===== src/cscan_pkg.sv =====
// Package for the C-SCAN disk scheduler: transaction structs, field widths,
// register indexes and parameter defaults. No dependencies.
`timescale 1ns / 1ps
`default_nettype none

package cscan_pkg;

  // Field widths fixed by the interface
  localparam int TRACK_W = 16;
  localparam int COUNT_W = 17;
  localparam int TOTAL_W = 24;
  localparam int CFG_INDEX_W = 2;

  // Parameter defaults
  localparam int MAX_REQUESTS_DEFAULT = 16;
  localparam int TRACK_BITS_DEFAULT = 16;

  // Register reset values
  localparam logic [TRACK_W-1:0] HEAD_POSITION_RESET = '0;
  localparam logic [COUNT_W-1:0] TRACK_COUNT_RESET = 17'h10000;

  // Saturation limit of the running seek total
  localparam logic [TOTAL_W-1:0] TOTAL_MAX = '1;

  // Configuration register indexes
  localparam logic [CFG_INDEX_W-1:0] REG_HEAD_POSITION = 2'd0;
  localparam logic [CFG_INDEX_W-1:0] REG_TRACK_COUNT = 2'd1;

  // One incoming request transaction
  typedef struct packed {
    logic [TRACK_W-1:0] request_track;
    logic               final_request;
  } req_t;

  // One outgoing move transaction
  typedef struct packed {
    logic [TRACK_W-1:0] move_from;
    logic [TRACK_W-1:0] move_to;
    logic [TRACK_W-1:0] move_seek;
    logic [TOTAL_W-1:0] running_total;
    logic               range_error;
    logic               run_end;
  } res_t;

endpackage

`default_nettype wire


===== src/cscan_store.sv =====
// Request store: single write port, single registered read port.
// Depends on cscan_pkg for the track width.
`timescale 1ns / 1ps
`default_nettype none

module cscan_store #(
  parameter int DEPTH = cscan_pkg::MAX_REQUESTS_DEFAULT,
  parameter int IDX_W = 4
) (
  input  wire logic                         clk,
  input  wire logic                         wr_en,
  input  wire logic [IDX_W-1:0]             wr_addr,
  input  wire logic [cscan_pkg::TRACK_W-1:0] wr_data,
  input  wire logic                         rd_en,
  input  wire logic [IDX_W-1:0]             rd_addr,
  output logic      [cscan_pkg::TRACK_W-1:0] rd_data
);

  logic [cscan_pkg::TRACK_W-1:0] mem [DEPTH];

  // Write port
  always_ff @(posedge clk) begin
    if (wr_en) begin
      mem[wr_addr] <= wr_data;
    end
  end

  // Registered read port
  always_ff @(posedge clk) begin
    if (rd_en) begin
      rd_data <= mem[rd_addr];
    end
  end

endmodule

`default_nettype wire


===== src/cscan_cmp.sv =====
// Shared compare unit: decides whether the entry under scan becomes the new
// best candidate for the next move. Depends on cscan_pkg for widths.
`timescale 1ns / 1ps
`default_nettype none

module cscan_cmp #(
  parameter int IDX_W = 4
) (
  input  wire logic [cscan_pkg::TRACK_W-1:0] head,
  input  wire logic                          phase_low,
  input  wire logic                          have_prev,
  input  wire logic [cscan_pkg::TRACK_W-1:0] prev_value,
  input  wire logic [IDX_W-1:0]              prev_index,
  input  wire logic                          found,
  input  wire logic [cscan_pkg::TRACK_W-1:0] best_value,
  input  wire logic [cscan_pkg::TRACK_W-1:0] cand_value,
  input  wire logic [IDX_W-1:0]              cand_index,
  output logic                               take
);

  logic in_phase;
  logic after_prev;
  logic before_best;

  // Upper sweep serves tracks at or above the head, lower sweep the rest
  assign in_phase = phase_low ? (cand_value < head) : (cand_value >= head);

  // Order is (track, slot); slots break ties between equal tracks
  assign after_prev = !have_prev || (cand_value > prev_value) ||
                      ((cand_value == prev_value) && (cand_index > prev_index));

  // Scan runs in slot order, so an equal track never beats the held best
  assign before_best = !found || (cand_value < best_value);

  assign take = in_phase && after_prev && before_best;

endmodule

`default_nettype wire


===== src/cscan_move.sv =====
// Seek arithmetic: absolute distance of one move and the saturating
// running total. Depends on cscan_pkg for widths and the total limit.
`timescale 1ns / 1ps
`default_nettype none

module cscan_move (
  input  wire logic [cscan_pkg::TRACK_W-1:0] pos,
  input  wire logic [cscan_pkg::TRACK_W-1:0] dest,
  input  wire logic [cscan_pkg::TOTAL_W-1:0] total,
  output logic      [cscan_pkg::TRACK_W-1:0] seek,
  output logic      [cscan_pkg::TOTAL_W-1:0] total_next
);

  logic [cscan_pkg::TOTAL_W:0] sum;

  // Absolute distance
  assign seek = (pos >= dest) ? (pos - dest) : (dest - pos);

  // Saturating accumulate
  assign sum = {1'b0, total} + (cscan_pkg::TOTAL_W + 1)'(seek);
  assign total_next = sum[cscan_pkg::TOTAL_W] ? cscan_pkg::TOTAL_MAX
                                               : sum[cscan_pkg::TOTAL_W-1:0];

endmodule

`default_nettype wire


===== src/cscan_disk_schedule.sv =====
// Top level of the C-SCAN disk scheduler: sequencer, configuration
// registers and result register. Depends on cscan_pkg, cscan_store,
// cscan_cmp and cscan_move.
`timescale 1ns / 1ps
`default_nettype none

// Requests are taken one per transaction while busy is low. The final
// request starts scheduling and busy stays high until the run ends: for
// every move the stored requests are scanned through the single compare
// unit, then a move state does the seek arithmetic, and a further move
// covers the jump to track 0. The last move is shown in the first cycle
// with busy low. A batch with a request beyond the disk gives its one error
// result in the cycle after its final request and costs no scheduling time.
// Each result is on result for exactly one cycle, marked by result_valid;
// the receiver must take it then, it cannot stall.
// The user must write configuration only while busy is low and no result
// is pending; the block itself does not enforce this.
module cscan_disk_schedule #(
  parameter int MAX_REQUESTS = cscan_pkg::MAX_REQUESTS_DEFAULT,
  parameter int TRACK_BITS = cscan_pkg::TRACK_BITS_DEFAULT
) (
  input  wire logic                              clk,
  input  wire logic                              rst,
  input  wire logic                              start,
  output logic                                   busy,
  input  wire cscan_pkg::req_t                   request,
  output cscan_pkg::res_t                        result,
  output logic                                   result_valid,
  input  wire logic                              cfg_write,
  input  wire logic [cscan_pkg::CFG_INDEX_W-1:0] cfg_index,
  input  wire logic [cscan_pkg::COUNT_W-1:0]     cfg_data
);

  localparam int IDX_W = (MAX_REQUESTS > 1) ? $clog2(MAX_REQUESTS) : 1;
  localparam int CNT_W = $clog2(MAX_REQUESTS + 1);
  localparam logic [32:0] TRACK_MASK = (33'd1 << TRACK_BITS) - 33'd1;
  localparam logic [CNT_W-1:0] CNT_MAX = CNT_W'(MAX_REQUESTS);

  typedef enum logic [1:0] {
    IDLE,
    SCAN,
    MOVE
  } state_t;

  typedef enum logic [1:0] {
    P_UP,
    P_JUMP,
    P_LOW
  } phase_t;

  state_t state;
  phase_t phase;

  logic [cscan_pkg::TRACK_W-1:0] head_position;
  logic [cscan_pkg::COUNT_W-1:0] track_count;

  logic [CNT_W-1:0]              request_count;
  logic                          bad_request_seen;
  logic [CNT_W-1:0]              scan_i;
  logic                          have_prev;
  logic [cscan_pkg::TRACK_W-1:0] prev_value;
  logic [IDX_W-1:0]              prev_index;
  logic                          found;
  logic [cscan_pkg::TRACK_W-1:0] best_value;
  logic [IDX_W-1:0]              best_index;
  logic [cscan_pkg::TRACK_W-1:0] pos;
  logic [cscan_pkg::TOTAL_W-1:0] total;
  cscan_pkg::res_t               hold;
  logic                          hold_valid;

  logic                          accept;
  logic [cscan_pkg::TRACK_W-1:0] track;
  logic                          track_ok;
  logic                          store_ok;
  logic [cscan_pkg::COUNT_W-1:0] count_m1;
  logic [cscan_pkg::TRACK_W-1:0] last_track;
  logic                          rd_en;
  logic [cscan_pkg::TRACK_W-1:0] rd_data;
  logic [CNT_W-1:0]              scan_m1;
  logic [IDX_W-1:0]              cand_index;
  logic                          take;
  logic [cscan_pkg::TRACK_W-1:0] dest;
  logic                          emit_new;
  logic [cscan_pkg::TRACK_W-1:0] seek;
  logic [cscan_pkg::TOTAL_W-1:0] total_sum;

  // Request intake: mask to the track space and check against the disk size
  assign accept   = start && !busy;
  assign track    = request.request_track & TRACK_MASK[cscan_pkg::TRACK_W-1:0];
  assign track_ok = {1'b0, track} < track_count;
  assign store_ok = accept && track_ok && (request_count < CNT_MAX);

  // Last track, saturated to the track space
  assign count_m1   = track_count - cscan_pkg::COUNT_W'(1);
  assign last_track = (33'(count_m1) > TRACK_MASK) ? TRACK_MASK[cscan_pkg::TRACK_W-1:0]
                                                   : count_m1[cscan_pkg::TRACK_W-1:0];

  // Scan addressing: read data arrives in the cycle after its address
  assign rd_en      = (state == SCAN) && (scan_i < request_count);
  assign scan_m1    = scan_i - CNT_W'(1);
  assign cand_index = scan_m1[IDX_W-1:0];

  cscan_store #(
    .DEPTH (MAX_REQUESTS),
    .IDX_W (IDX_W)
  ) u_store (
    .clk     (clk),
    .wr_en   (store_ok),
    .wr_addr (request_count[IDX_W-1:0]),
    .wr_data (track),
    .rd_en   (rd_en),
    .rd_addr (scan_i[IDX_W-1:0]),
    .rd_data (rd_data)
  );

  cscan_cmp #(
    .IDX_W (IDX_W)
  ) u_cmp (
    .head       (head_position),
    .phase_low  (phase == P_LOW),
    .have_prev  (have_prev),
    .prev_value (prev_value),
    .prev_index (prev_index),
    .found      (found),
    .best_value (best_value),
    .cand_value (rd_data),
    .cand_index (cand_index),
    .take       (take)
  );

  // Destination of the move under way
  always_comb begin
    dest     = best_value;
    emit_new = 1'b1;
    case (phase)
      P_UP:    dest = found ? best_value : last_track;
      P_JUMP:  dest = '0;
      P_LOW:   emit_new = found;
      default: dest = best_value;
    endcase
  end

  cscan_move u_move (
    .pos        (pos),
    .dest       (dest),
    .total      (total),
    .seek       (seek),
    .total_next (total_sum)
  );

  // Configuration registers
  always_ff @(posedge clk) begin
    if (rst) begin
      head_position <= cscan_pkg::HEAD_POSITION_RESET;
      track_count   <= cscan_pkg::TRACK_COUNT_RESET;
    end else if (cfg_write) begin
      case (cfg_index)
        cscan_pkg::REG_HEAD_POSITION: head_position <= cfg_data[cscan_pkg::TRACK_W-1:0];
        cscan_pkg::REG_TRACK_COUNT:   track_count   <= cfg_data;
        default: ;
      endcase
    end
  end

  // Sequencer and result register
  always_ff @(posedge clk) begin
    if (rst) begin
      state            <= IDLE;
      phase            <= P_UP;
      busy             <= 1'b0;
      request_count    <= '0;
      bad_request_seen <= 1'b0;
      result_valid     <= 1'b0;
      hold_valid       <= 1'b0;
      have_prev        <= 1'b0;
      found            <= 1'b0;
      scan_i           <= '0;
    end else begin
      result_valid <= 1'b0;
      case (state)
        IDLE: begin
          if (accept) begin
            if (request.final_request && (bad_request_seen || !track_ok)) begin
              // Error transaction in place of any moves
              result           <= cscan_pkg::res_t'{move_from: '0, move_to: '0,
                                                    move_seek: '0, running_total: '0,
                                                    range_error: 1'b1, run_end: 1'b1};
              result_valid     <= 1'b1;
              request_count    <= '0;
              bad_request_seen <= 1'b0;
            end else begin
              if (!track_ok) begin
                bad_request_seen <= 1'b1;
              end
              if (store_ok) begin
                request_count <= request_count + CNT_W'(1);
              end
              if (request.final_request) begin
                state      <= SCAN;
                busy       <= 1'b1;
                phase      <= P_UP;
                have_prev  <= 1'b0;
                found      <= 1'b0;
                scan_i     <= '0;
                pos        <= head_position;
                total      <= '0;
                hold_valid <= 1'b0;
              end
            end
          end
        end

        SCAN: begin
          if (scan_i != '0 && take) begin
            found      <= 1'b1;
            best_value <= rd_data;
            best_index <= cand_index;
          end
          if (scan_i == request_count) begin
            state <= MOVE;
          end else begin
            scan_i <= scan_i + CNT_W'(1);
          end
        end

        MOVE: begin
          if (emit_new) begin
            // Release the held move, keep the new one until the next is known
            if (hold_valid) begin
              result       <= hold;
              result_valid <= 1'b1;
            end
            hold       <= cscan_pkg::res_t'{move_from: pos, move_to: dest,
                                            move_seek: seek, running_total: total_sum,
                                            range_error: 1'b0, run_end: 1'b0};
            hold_valid <= 1'b1;
            pos        <= dest;
            total      <= total_sum;
            if (phase == P_UP && !found) begin
              phase <= P_JUMP;
            end else begin
              if (phase == P_JUMP) begin
                phase     <= P_LOW;
                have_prev <= 1'b0;
              end else begin
                have_prev  <= 1'b1;
                prev_value <= best_value;
                prev_index <= best_index;
              end
              state  <= SCAN;
              scan_i <= '0;
              found  <= 1'b0;
            end
          end else begin
            // Lower sweep exhausted: the held move closes the run
            result           <= cscan_pkg::res_t'{move_from: hold.move_from,
                                                  move_to: hold.move_to,
                                                  move_seek: hold.move_seek,
                                                  running_total: hold.running_total,
                                                  range_error: 1'b0, run_end: 1'b1};
            result_valid     <= 1'b1;
            hold_valid       <= 1'b0;
            request_count    <= '0;
            bad_request_seen <= 1'b0;
            state            <= IDLE;
            busy             <= 1'b0;
          end
        end

        default: begin
          state <= IDLE;
          busy  <= 1'b0;
        end
      endcase
    end
  end

endmodule

`default_nettype wire

===== config.mk =====
export PLATFORM = sky130hd
export DESIGN_NAME = cscan_disk_schedule
export DESIGN_NICKNAME = d
export VERILOG_FILES = /design/src/cscan_pkg.sv /design/src/cscan_store.sv /design/src/cscan_cmp.sv /design/src/cscan_move.sv /design/src/cscan_disk_schedule.sv
export SDC_FILE = /design/constraint.sdc
export NUM_CORES = 1
export LEC_CHECK = 0
export ABC_AREA = 1
export BUFFER_PORTS_ARGS = -buffer_cell sky130_fd_sc_hd__buf_4
export CAP_MARGIN = 5
export CELL_PAD_IN_SITES_DETAIL_PLACEMENT = 1
export CELL_PAD_IN_SITES_GLOBAL_PLACEMENT = 2
export CORE_MARGIN = 3
export CORE_UTILIZATION = 30
export DETAILED_ROUTE_END_ITERATION = 16
export HOLD_SLACK_MARGIN = 0.05
export PLACE_DENSITY_LB_ADDON = 0.1
export SKIP_CTS_REPAIR_TIMING = 1
export SLEW_MARGIN = 20
export SYNTH_ARGS = -nofsm -noshare
export SYNTH_HDL_FRONTEND = slang
export SYNTH_HIERARCHICAL = 1
export SYNTH_SLANG_ARGS = --single-unit

===== constraint.sdc =====
create_clock -name clk -period 5.8 [get_ports clk]
set_clock_uncertainty 0.05 [all_clocks]
set_input_delay 0.29 -clock clk [delete_from_list [all_inputs] [get_ports clk]]
set_output_delay 0.29 -clock clk [all_outputs]
set_load 0.02 [all_outputs]

==> impl_metrics.py <==
metrics = {
    "pwr": {
        "power_density_nw_per_um2": 497,
        "ir_worst_vdd_v": 0.000244,
        "p_seq_share_pct": 32.5,
        "swShare_pct": 41.8,
        "switchingPower_mw": 6.88,
        "combinationalPowerShare_pct": 43.2,
        "p_leak_nw": 14.7,
        "p_int_mw": 9.58,
        "clkPwrFrac_pct": 24.4,
    },
    "timing": {
        "hold_viol_final": 0,
        "fmax_ghz": 0.188,
        "fin_crit_sh_pct": 91.8,
        "setup_slack_ns": 0.474,
        "worstMarginPinSlew_ns": 0.996,
        "drv_slew": 0,
        "setup_viol": 0,
        "maxSlewHeadroom_pct": 33.6,
        "period_needed_ns": 5.33,
    },
    "routing": {
        "drt_first_pass_iters": 5,
        "drtIter0Drc": 977,
        "wl_per_cell_um": 19.5,
        "wl_um": 89400,
        "detail_route.vias_per_cell": 4.56,
        "ant_nets": 0,
        "drcViolationCount": 0,
        "num_vias": 21000,
    },
    "worst_setup_path": {
        "cpLargestDelayFamily": "simple AND/OR/NAND/NOR gates",
        "cp_slowest_stage_delay_ns": 0.40,
        "critical_path.slowest_cell": "ha_2",
        "path_class": "register to register",
        "crit_top_cell": "nand2_1",
        "start_kind": "register",
        "arrival_ns": 5.73,
        "crit_buf_inv": 7,
        "crit_fanout": 13,
        "cp.required_ns": 6.20,
        "worst_setup_path_end_kind": "register",
    },
    "logic_synthesis": {
        "yosysMostFrequentCell": "nand2_1",
        "ys_dominant_reg_cell": "edfxtp_1",
        "syn_area_um2": 28000,
        "yosys-top-cells-area": "edfxtp_1, nand2_1, inv_1",
        "avgSynthCellArea_um2": 9.00,
        "ys_types": 46,
        "synth_edf_count": 498,
        "synth-seq-cells": 551,
        "synth_nets": 3274,
        "synth_common_cells": "nand2_1, inv_1, edfxtp_1",
        "yosys_warnings": 6,
        "async_flop_share_pct": 0,
        "seq_area_frac_synth_pct": 57.2,
        "synth_top_area_share_pct": 53.4,
        "yosysTopAreaCell": "edfxtp_1",
        "syn_inst": 3108,
    },
    "floorplan": {
        "pin_count": 116,
        "die-area_um2": 97000,
        "die_h_um": 311,
        "rows": 111,
        "start_util_pct": 30.4,
        "core_area_um2": 92100,
        "fp.dieW_um": 311,
    },
    "grt": {
        "track_usage_pct": 18.4,
        "antenna_found_initial": 2,
        "grt_pass1_wl_um": 136000,
        "grt_overflow": 0,
        "grt_pass1_vias": 22100,
        "grt_max_degree": 85,
    },
    "cells_and_area": {
        "areaGrowthSynthToFinish_pct": 18.3,
        "post-route-util_pct": 36.0,
        "final_net_count": 3466,
        "stdcell_count": 4593,
        "layout-drive-gt1-share_pct": 11.2,
    },
    "cts": {
        "cts_max_level": 3,
        "clk_pin_slew_ns": 0.06,
        "cts_tree": "done",
        "clkSinkCount": 551,
        "clk_latency_ns": 0.62,
        "clock_path_buffers": 3,
        "cts_buffers": 69,
        "ctsRootBufferMaster": "clkbuf_16",
    },
    "placement": {
        "dp.cells": 4432,
        "gp_congestion": 0.838,
        "dpl.hpwl_um": 63700,
        "portBuffers": 115,
        "dpl_worst_slack_ns": -0.00233,
    },
    "worst_hold_path": {
        "hold_class": "primary input to register",
    },
    "job": {
        "drv_cap": 0,
    },
    "status": {
        "run_status": "finished, final reports clean",
    },
}
state kept, by name (all words and copies together), names as in the netlist, 17 cells and up:
| signal | flops |
|---|---|
| track_count | 17 |
| total | 24 |
| hold | 72 |
| u_store/mem | 256 |
| result | 74 |
worst paths after layout:
path,from,end,slack [ns],cells after the start
setup / recovery,track_count[0]$_SDFFE_PP0P_,total[0]$_SDFFCE_PN0P_,0.47,34
setup reg to reg,track_count[0]$_SDFFE_PP0P_,total[0]$_SDFFCE_PN0P_,0.47,34
hold reg to reg,best_index[1]$_DFFE_PP_,prev_index[1]$_DFFE_PP_,0.37,0
hold / removal,request[0],bad_request_seen$_SDFFE_PP0P_,0.09,4
final cells by class:
| class | count | area [um^2] |
|---|---|---|
| Antenna cell | 1 | 2.50 |
| Sequential cell | 551 | 16000 |
| Inverter | 590 | 2220 |
| Clock buffer | 93 | 1840 |
| Timing Repair Buffer | 211 | 1710 |
| Multi-Input combinational cell | 1877 | 9540 |
| Tap cell | 1243 | 1560 |
| Fill cell | 10600 | 59000 |
| Clock inverter | 27 | 218 |
cells in the final DEF (no fill, tap or decap), types with 5 or more instances in the layout:
cell           instances
a21oi_1               96
a21oi_2                8
buf_4                173
clkbuf_1              23
clkbuf_16             70
clkinv_1              12
clkinv_2               7
dfxtp_1               50
dlygate4sd3_1         35
edfxtp_1             498
ha_1                 111
ha_2                  10
inv_1                577
inv_2                  8
nand2_1              879
nand2_2               21
nand3_1              309
nand3_2                6
nand4_1               20
nor2_1               237
nor2_2                22
nor2_4                 9
nor3_1                 7
nor3_2                 5
o21ai_0               53
o21ai_1                6
xor2_1                31
metal layers:
metal  vias to the layer above  global-route usage, %  wire, um
met5                         -                      0         0
met4                         0                   6.63      3200
met3                       141                   2.67      2520
met2                       279                   32.3     44200
met1                     10200                   22.8     39500
li1                      10300                      -         -
metrics by stage:
step / power (mW) / hold WS, ns / setup TNS (ns) / instance area (um^2)
floorplan: 10.0 / 0.339 / 0 / 28000
global placement: 12.4 / 0.351 / 0 / 30400
detailed placement: 12.4 / 0.357 / -0.00233 / 30400
CTS: 16.6 / -0.177 / -0.0577 / 32500
global route: 17.8 / 0.0786 / -0.0317 / 33100
finish: 16.5 / 0.0914 / 0 / 33100
logic make-up (layout without fill, tap and decap cells):
kind of cell    count (synthesis)  after routing  share of synthesized area, %
xor+xnor                       33             33                          1.03
flops                         551            551                          57.2
compound gates                183            183                          3.46
buf+inv                       681            921                          9.70
fa+ha+maj                     126            126                          5.71
simple gates                 1534           1535                          22.9
other cells                     0              1                             0
tightest hold or removal path: cells and delay by family:
| family | cells | cell delay, ns |
|---|---|---|
| buffers and inverters | 1 | 0.14 |
| AND/OR/NAND/NOR | 1 | 0.10 |
| AO/OA/AOI/OAI | 2 | 0.18 |
power groups by stage:
stage | Combinational (mW) | Sequential, mW | Clock [mW]
floorplan | 4.58 | 5.43 | 0
global placement | 6.93 | 5.43 | 0
finish | 7.10 | 5.34 | 4.01
global route | 8.12 | 5.39 | 4.33
detailed placement | 7.00 | 5.44 | 0
CTS | 7.03 | 5.36 | 4.17
Power figures use the tool's default switching activity.
